`src/rtl/i2rd_pkg.sv`:
```
// i2rd_pkg: request types, character constants and digit encoding for the
// integer to radix digit converter. No dependencies.
package i2rd_pkg;

  localparam int STORE_DEPTH = 64;
  localparam int ADDR_W      = 6;
  localparam int DIGIT_W     = 6;
  localparam int COUNT_W     = 7;
  localparam int RADIX_W     = 6;
  localparam int SYMBOL_W    = 7;
  localparam int DIV_BITS    = 8;

  localparam logic [RADIX_W-1:0]  RADIX_MIN   = 6'd2;
  localparam logic [RADIX_W-1:0]  RADIX_MAX   = 6'd36;
  localparam logic [DIGIT_W-1:0]  DEC_DIGITS  = 6'd10;
  localparam logic [SYMBOL_W-1:0] ASCII_ZERO  = 7'h30;
  localparam logic [SYMBOL_W-1:0] ASCII_A     = 7'h41;
  localparam logic [SYMBOL_W-1:0] ASCII_MINUS = 7'h2D;

  typedef struct packed {
    logic signed [63:0]  value;
    logic [RADIX_W-1:0]  radix;
  } in_req_t;

  typedef struct packed {
    logic [SYMBOL_W-1:0] symbol;
    logic                last;
  } out_req_t;

  function automatic logic [SYMBOL_W-1:0] digit_to_ascii(input logic [DIGIT_W-1:0] d);
    logic [SYMBOL_W-1:0] r;
    if (d < DEC_DIGITS) begin
      r = ASCII_ZERO + SYMBOL_W'(d);
    end else begin
      r = ASCII_A + SYMBOL_W'(d - DEC_DIGITS);
    end
    return r;
  endfunction

endpackage

```
`src/rtl/i2rd_ram.sv`:
```
// i2rd_ram: generic single write port, single read port ram with registered
// read data. No dependencies.
module i2rd_ram #(
  parameter int WIDTH = 8,
  parameter int DEPTH = 64
) (
  input  logic                     clk_i,
  input  logic                     we_i,
  input  logic [$clog2(DEPTH)-1:0] waddr_i,
  input  logic [WIDTH-1:0]         wdata_i,
  input  logic                     re_i,
  input  logic [$clog2(DEPTH)-1:0] raddr_i,
  output logic [WIDTH-1:0]         rdata_o
);

  logic [WIDTH-1:0] mem_q [DEPTH];
  logic [WIDTH-1:0] rdata_q;

  always_ff @(posedge clk_i) begin
    if (we_i) begin
      mem_q[waddr_i] <= wdata_i;
    end
    if (re_i) begin
      rdata_q <= mem_q[raddr_i];
    end
  end

  assign rdata_o = rdata_q;

endmodule

```
`src/rtl/integer_to_radix_digits.sv`:
```
// integer_to_radix_digits: signed integer to ascii digits in radix 2..36, one request at a time
// uses i2rd_pkg and one i2rd_ram as the digit store; reset clears sequencer and output valid
// a request with D digits: D divisions, each in steps of 8 quotient bits a cycle, then per
//   character a store read and an output load, after a leading '-' if negative; loads wait on stalls
// no new request is taken until the last character has been loaded
module integer_to_radix_digits #(
  parameter int VALUE_WIDTH = 64
) (
  input  logic              clk_i,
  input  logic              rst_ni,
  input  logic              in_valid_i,
  output logic              in_stall_o,
  input  i2rd_pkg::in_req_t in_i,
  output logic              out_valid_o,
  input  logic              out_stall_i,
  output i2rd_pkg::out_req_t out_o
);

  // magnitude width, padded to whole divider steps
  localparam int MW     = VALUE_WIDTH - 1;
  localparam int NSTEP  = (MW + i2rd_pkg::DIV_BITS - 1) / i2rd_pkg::DIV_BITS;
  localparam int PW     = NSTEP * i2rd_pkg::DIV_BITS;
  localparam int SW     = (NSTEP > 1) ? $clog2(NSTEP) : 1;

  // sequencer codes
  localparam logic [2:0] S_IDLE = 3'd0;
  localparam logic [2:0] S_DIV  = 3'd1;
  localparam logic [2:0] S_SIGN = 3'd2;
  localparam logic [2:0] S_RD   = 3'd3;
  localparam logic [2:0] S_OUT  = 3'd4;

  logic [2:0]                      state_q, state_d;
  logic [SW-1:0]                   step_q, step_d;
  logic [i2rd_pkg::COUNT_W-1:0]    count_q, count_d;
  logic [i2rd_pkg::ADDR_W-1:0]     idx_q, idx_d;
  logic                            neg_q, neg_d;
  logic [i2rd_pkg::RADIX_W-1:0]    radix_q, radix_d;
  logic [PW-1:0]                   div_q, div_d;
  logic [i2rd_pkg::DIGIT_W-1:0]    rem_q, rem_d;
  logic                            out_valid_q, out_valid_d;
  i2rd_pkg::out_req_t              out_q, out_d;

  // input decode: sign, saturated magnitude, clamped radix
  logic [VALUE_WIDTH-1:0]          in_val;
  logic [VALUE_WIDTH-1:0]          in_neg_val;
  logic                            in_neg;
  logic [MW-1:0]                   in_mag;
  logic [i2rd_pkg::RADIX_W-1:0]    in_radix;
  logic                            in_accept;

  // divider step results
  logic [i2rd_pkg::DIGIT_W-1:0]    step_rem;
  logic [i2rd_pkg::DIV_BITS-1:0]   step_quo;
  logic [PW-1:0]                   div_next;
  logic                            last_step;

  // store ports
  logic                            ram_we;
  logic                            ram_re;
  logic [i2rd_pkg::DIGIT_W-1:0]    ram_rdata;

  logic                            out_free;

  assign in_stall_o = (state_q != S_IDLE);
  assign in_accept  = in_valid_i && !in_stall_o;
  assign out_free   = !out_valid_q || !out_stall_i;

  always_comb begin
    in_val     = in_i.value[VALUE_WIDTH-1:0];
    in_neg     = in_val[VALUE_WIDTH-1];
    in_neg_val = ~in_val + VALUE_WIDTH'(1);
    if (!in_neg) begin
      in_mag = in_val[MW-1:0];
    end else if (in_neg_val[VALUE_WIDTH-1]) begin
      // most negative value saturates to the largest magnitude
      in_mag = '1;
    end else begin
      in_mag = in_neg_val[MW-1:0];
    end
    if (in_i.radix < i2rd_pkg::RADIX_MIN) begin
      in_radix = i2rd_pkg::RADIX_MIN;
    end else if (in_i.radix > i2rd_pkg::RADIX_MAX) begin
      in_radix = i2rd_pkg::RADIX_MAX;
    end else begin
      in_radix = in_i.radix;
    end
  end

  // restoring division, eight dividend bits per cycle, msb first
  always_comb begin
    logic [i2rd_pkg::DIGIT_W:0] trial;
    step_rem = rem_q;
    step_quo = '0;
    for (int b = 0; b < i2rd_pkg::DIV_BITS; b++) begin
      trial = {step_rem, div_q[PW-1-b]};
      if (trial >= {1'b0, radix_q}) begin
        trial = trial - {1'b0, radix_q};
        step_quo[i2rd_pkg::DIV_BITS-1-b] = 1'b1;
      end
      step_rem = trial[i2rd_pkg::DIGIT_W-1:0];
    end
  end

  assign div_next  = (div_q << i2rd_pkg::DIV_BITS) | PW'(step_quo);
  assign last_step = (step_q == SW'(NSTEP - 1));

  // digit written when the last step of a division finishes
  assign ram_we = (state_q == S_DIV) && last_step;
  assign ram_re = (state_q == S_RD);

  i2rd_ram #(
    .WIDTH (i2rd_pkg::DIGIT_W),
    .DEPTH (i2rd_pkg::STORE_DEPTH)
  ) u_digit_store (
    .clk_i   (clk_i),
    .we_i    (ram_we),
    .waddr_i (count_q[i2rd_pkg::ADDR_W-1:0]),
    .wdata_i (step_rem),
    .re_i    (ram_re),
    .raddr_i (idx_q),
    .rdata_o (ram_rdata)
  );

  // sequencer: divide into the store, then emit a '-' if negative and read the store back in reverse
  always_comb begin
    state_d     = state_q;
    step_d      = step_q;
    count_d     = count_q;
    idx_d       = idx_q;
    neg_d       = neg_q;
    radix_d     = radix_q;
    div_d       = div_q;
    rem_d       = rem_q;
    out_d       = out_q;
    out_valid_d = out_valid_q && out_stall_i;

    unique case (state_q)
      S_IDLE: begin
        if (in_accept) begin
          neg_d   = in_neg;
          radix_d = in_radix;
          div_d   = PW'(in_mag);
          rem_d   = '0;
          step_d  = '0;
          count_d = '0;
          state_d = S_DIV;
        end
      end
      S_DIV: begin
        div_d = div_next;
        if (last_step) begin
          // digit done: quotient stays in div_q for the next digit
          rem_d   = '0;
          step_d  = '0;
          count_d = count_q + i2rd_pkg::COUNT_W'(1);
          if (div_next == '0) begin
            idx_d   = count_q[i2rd_pkg::ADDR_W-1:0];
            state_d = neg_q ? S_SIGN : S_RD;
          end
        end else begin
          rem_d  = step_rem;
          step_d = step_q + SW'(1);
        end
      end
      S_SIGN: begin
        if (out_free) begin
          out_d.symbol = i2rd_pkg::ASCII_MINUS;
          out_d.last   = 1'b0;
          out_valid_d  = 1'b1;
          state_d      = S_RD;
        end
      end
      S_RD: begin
        state_d = S_OUT;
      end
      S_OUT: begin
        // read data holds until the next read is issued
        if (out_free) begin
          out_d.symbol = i2rd_pkg::digit_to_ascii(ram_rdata);
          out_d.last   = (idx_q == '0);
          out_valid_d  = 1'b1;
          if (idx_q == '0) begin
            state_d = S_IDLE;
          end else begin
            idx_d   = idx_q - i2rd_pkg::ADDR_W'(1);
            state_d = S_RD;
          end
        end
      end
      default: begin
        state_d = S_IDLE;
      end
    endcase
  end

  always_ff @(posedge clk_i or negedge rst_ni) begin
    if (!rst_ni) begin
      state_q     <= S_IDLE;
      out_valid_q <= 1'b0;
      count_q     <= '0;
      neg_q       <= 1'b0;
      step_q      <= '0;
    end else begin
      state_q     <= state_d;
      out_valid_q <= out_valid_d;
      count_q     <= count_d;
      neg_q       <= neg_d;
      step_q      <= step_d;
    end
  end

  // datapath registers, no reset needed
  always_ff @(posedge clk_i) begin
    idx_q   <= idx_d;
    radix_q <= radix_d;
    div_q   <= div_d;
    rem_q   <= rem_d;
    out_q   <= out_d;
  end

  assign out_valid_o = out_valid_q;
  assign out_o       = out_q;

  // an accepted request keeps the input side stalled the next cycle
  a_accept_busy: assert property (@(posedge clk_i) disable iff (!rst_ni)
    in_accept |=> in_stall_o)
    else $error("input not stalled after accept");

  // divisor stays in the clamped range while dividing
  a_radix_range: assert property (@(posedge clk_i) disable iff (!rst_ni)
    (state_q == S_DIV) |-> (radix_q >= i2rd_pkg::RADIX_MIN) &&
                           (radix_q <= i2rd_pkg::RADIX_MAX))
    else $error("radix out of range during division");

  // partial remainder is always below the divisor
  a_rem_bound: assert property (@(posedge clk_i) disable iff (!rst_ni)
    (state_q == S_DIV) |-> (rem_q < radix_q))
    else $error("partial remainder not below radix");

  // digit count never passes the store depth
  a_count_bound: assert property (@(posedge clk_i) disable iff (!rst_ni)
    count_q < i2rd_pkg::COUNT_W'(i2rd_pkg::STORE_DEPTH))
    else $error("digit count beyond store depth");

endmodule
```
`config.mk`:
```
export PLATFORM = sky130hd
export DESIGN_NAME = integer_to_radix_digits
export DESIGN_NICKNAME = d
export VERILOG_FILES = /design/src/rtl/i2rd_pkg.sv /design/src/rtl/i2rd_ram.sv /design/src/rtl/integer_to_radix_digits.sv
export SDC_FILE = /design/constraint.sdc
export NUM_CORES = 1
export LEC_CHECK = 0
export BUFFER_PORTS_ARGS = -buffer_cell sky130_fd_sc_hd__buf_2
export CORE_MARGIN = 2
export CORE_UTILIZATION = 25
export CTS_BUF_LIST = sky130_fd_sc_hd__clkbuf_4 sky130_fd_sc_hd__clkbuf_8
export DETAILED_ROUTE_END_ITERATION = 12
export PLACE_DENSITY_LB_ADDON = 0.08
export SYNTH_ARGS = -nofsm -noshare
export SYNTH_HDL_FRONTEND = slang
export SYNTH_HIERARCHICAL = 1
export SYNTH_SLANG_ARGS = --single-unit
```
`constraint.sdc`:
```
create_clock -name clk_i -period 41.3 [get_ports clk_i]
set_clock_uncertainty 0.2 [all_clocks]
set_input_delay 8.26 -clock clk_i [delete_from_list [all_inputs] [get_ports clk_i]]
set_output_delay 8.26 -clock clk_i [all_outputs]
set_load 0.005 [all_outputs]
```
==> flow_metrics.py <==
metrics = {
    "cts": {
        "cts_max_path_buffers": 3,
        "clk_latency_ps": 700,
        "holdBufCountCts": 0,
        "post_cts_resized": 0,
        "root_buffer": "clkbuf_8",
        "clk_pin_slew_ps": 60,
        "cts_buffers": 92,
        "cts_setup_buffers": 0,
        "cts_tree": "done",
        "clkSinkCount": 494,
        "htree_levels": 3,
    },
    "logic_synthesis": {
        "async_flop_share_pct": 2.834,
        "yosys.area.top_type": "edfxtp_1",
        "seq_area_frac_synth_pct": 61.29,
        "synthFlopType": "edfxtp_1",
        "synth_area_leaders": "edfxtp_1 (60%), mux4_2 (8.1%), ha_1 (3.0%), xor2_1 (2.5%), nor2_1 (2.5%)",
        "synth-simple-area-share_pct": 9.064,
        "synth-edff-count": 480,
        "ys_seq_elements": 494,
        "syn-cell-area_mm2": 0.02409,
        "synth_cell_types": 83,
        "synth_warnings": 6,
        "synth_cells": 1660,
        "synth_top_area_share_pct": 59.83,
        "synth_xor_area_share_pct": 3.381,
        "synth_fa_ha_area_share_pct": 3.667,
        "muxShareOfSynthArea_pct": 11.44,
        "synth.net_count": 1799,
        "synth-compound-area-share_pct": 8.497,
        "synth.avg_cell_area_um2": 14.51,
        "synth_top_family_by_area": "multiplexers",
    },
    "timing": {
        "max_freq_mhz": 45.20,
        "finalCritPeriodShare_pct": 53.57,
        "worst_slew_pin_slew_ps": 1140,
        "fin_tns_setup_ps": 0,
        "rsz0062_at_grt": "no",
        "postLayoutSetupSlackWorst_ps": 19170,
        "relSlewSlack_pct": 23.77,
        "period_minus_slack_ps": 22130,
        "hold_violations": 0,
        "setup_violations": 0,
        "maxSlewViolCount": 0,
    },
    "setup_path": {
        "crit_top_cell": "o21ai_0",
        "cpPeakStageDelay_ps": 1020,
        "reg2reg_from": "radix_q[1]",
        "path_class": "flop to flop",
        "crit_arrival_ps": 22420,
        "r2r_cells": 79,
        "r2r_end": "rem_q[0]",
        "critPathMaxFanout": 65,
        "cp.buffers_inverters": 9,
        "critPathLaunchType": "flop",
        "cp_slowest_cell": "nor4b_2",
        "critPathCaptureType": "flop",
        "rrSetupSlack_ps": 19170,
        "required_ps": 41600,
        "critical_path.top_delay_family": "compound AO/OA/AOI/OAI gates",
    },
    "detailed_routing": {
        "vias_per_cell": 4.670,
        "drcViolationCount": 0,
        "wirelength_um": 69050,
        "ant_nets": 0,
        "vias": 14570,
        "post_drt_wl_per_cell_um": 22.13,
        "drtIter0Drc": 963,
        "firstDrtPassIters": 5,
    },
    "global_route": {
        "antenna_found_initial": 5,
        "grt_usage_pct": 13.99,
        "grt_overflow": 0,
        "grt_pass1_wl_um": 102200,
        "grt_pass1_vias": 15100,
        "grt_max_degree": 76,
    },
    "floorplan": {
        "core_mm2": 0.09529,
        "ios": 84,
        "die_y_um": 314.4,
        "initial_core_util_pct": 25.28,
        "fp.dieW_um": 314.4,
        "num_rows": 113,
        "dieArea_mm2": 0.09886,
    },
    "job": {
        "drv_cap": 0,
    },
    "min_path": {
        "hold_end": "neg_q",
        "hold_class": "flop to flop",
        "hold_start": "neg_q",
        "min_path_cells": 2,
    },
    "final_layout": {
        "syn_to_final_growth_pct": 14.64,
        "drive_gt1_share_pct": 22.08,
        "nNetsFinal": 1918,
        "layout_commonest_cell": "edfxtp_1",
        "layout_common_cells": "edfxtp_1 (480), nor2_1 (160), clkbuf_8 (92)",
        "fill_cells": 9642,
    },
    "placement": {
        "gp_congestion": 0.8292,
        "dp_slack_ps": 18980,
        "dp_hpwl_um": 44790,
        "numPortBuffers": 83,
    },
    "outcome": {
        "outcome": "finished clean",
    },
}
-- layout make-up --
cell class	count	area (µm²)	area share, %
clock buffer	133	1574	5.700
tap	1265	1583	5.731
clock inverter	34	192.7	0.6977
multi-input combinational	1035	8711	31.54
antenna	3	7.507	0.02718
sequential	494	14760	53.46
timing repair buffer	105	593.1	2.148
inverter	51	191.4	0.6932
-- registers in the layout (all words and copies together), names as in the netlist --
name / cells
out_o: 8
radix_q: 6
rem_q: 6
div_q: 64
out_valid_o: 1
idx_q: 6
u_digit_store/mem_q: 384
step_q: 3
neg_q: 1
count_q: 6
u_digit_store/rdata_o: 6
state_q: 3
-- cell families after synthesis --
logic type      count (synthesis)
simple gates                  430
compound gates                293
flops                         494
mux                           153
buf+inv                       131
xor+xnor                       93
fa+ha+maj                      66
-- tightest hold or removal path: stages, from the launching register on --
cell,delay [ps]
dfrtp_1,350
nand2_1,50
nand2_1,50
-- how the worst max path moves through the flow --
stage                           from                         to  cells after the start
final                     radix_q[1]                   rem_q[0]                     79
after global routing      radix_q[1]                   rem_q[0]                     79
after CTS                 radix_q[1]                   rem_q[0]                     79
after detailed placement  radix_q[1]                   rem_q[0]                     79
after global placement    radix_q[1]                   rem_q[0]                     79
after floorplan           radix_q[1]  u_digit_store/mem_q[0][0]                     81
-- synthesized netlist by cell type (13+ instances only) --
| master | number |
|---|---|
| a211oi_1 | 14 |
| a21oi_1 | 59 |
| a31oi_1 | 25 |
| buf_2 | 18 |
| clkbuf_1 | 45 |
| dfrtp_1 | 14 |
| edfxtp_1 | 480 |
| ha_1 | 57 |
| inv_1 | 50 |
| mux2_2 | 30 |
| mux2i_1 | 30 |
| mux4_2 | 87 |
| nand2_1 | 73 |
| nand2b_1 | 21 |
| nand3_1 | 23 |
| nor2_1 | 160 |
| nor2b_1 | 17 |
| nor3_1 | 20 |
| nor4_1 | 16 |
| o21ai_0 | 60 |
| o21ai_1 | 13 |
| o22ai_1 | 13 |
| o31ai_1 | 19 |
| or3_1 | 17 |
| xnor2_1 | 23 |
| xor2_1 | 70 |
-- through the flow --
step                cells  hold slack (ps)  util, %  instance area (µm²)
floorplan            1660            246.6        -                24090
detailed placement   2950            279.6    27.12                25840
global route         3119            316.6    28.98                27610
CTS                  3117            294.5    28.97                27610
global placement     2950            285.1    27.12                25840
finish               3120            286.8    28.98                27620
-- routing by layer --
layer | wire (µm) | global-route usage, % | vias to the layer above
met1 | 32750 | 19.72 | 7386
met5 | 0 | 0 | -
met3 | 3130 | 2.200 | 84
li1 | - | - | 6768
met4 | 1449 | 4.037 | 0
met2 | 31720 | 22.23 | 332
Power is not shown: default switching activity piles up to over one toggle a cycle in this logic, so the estimate is an artifact.
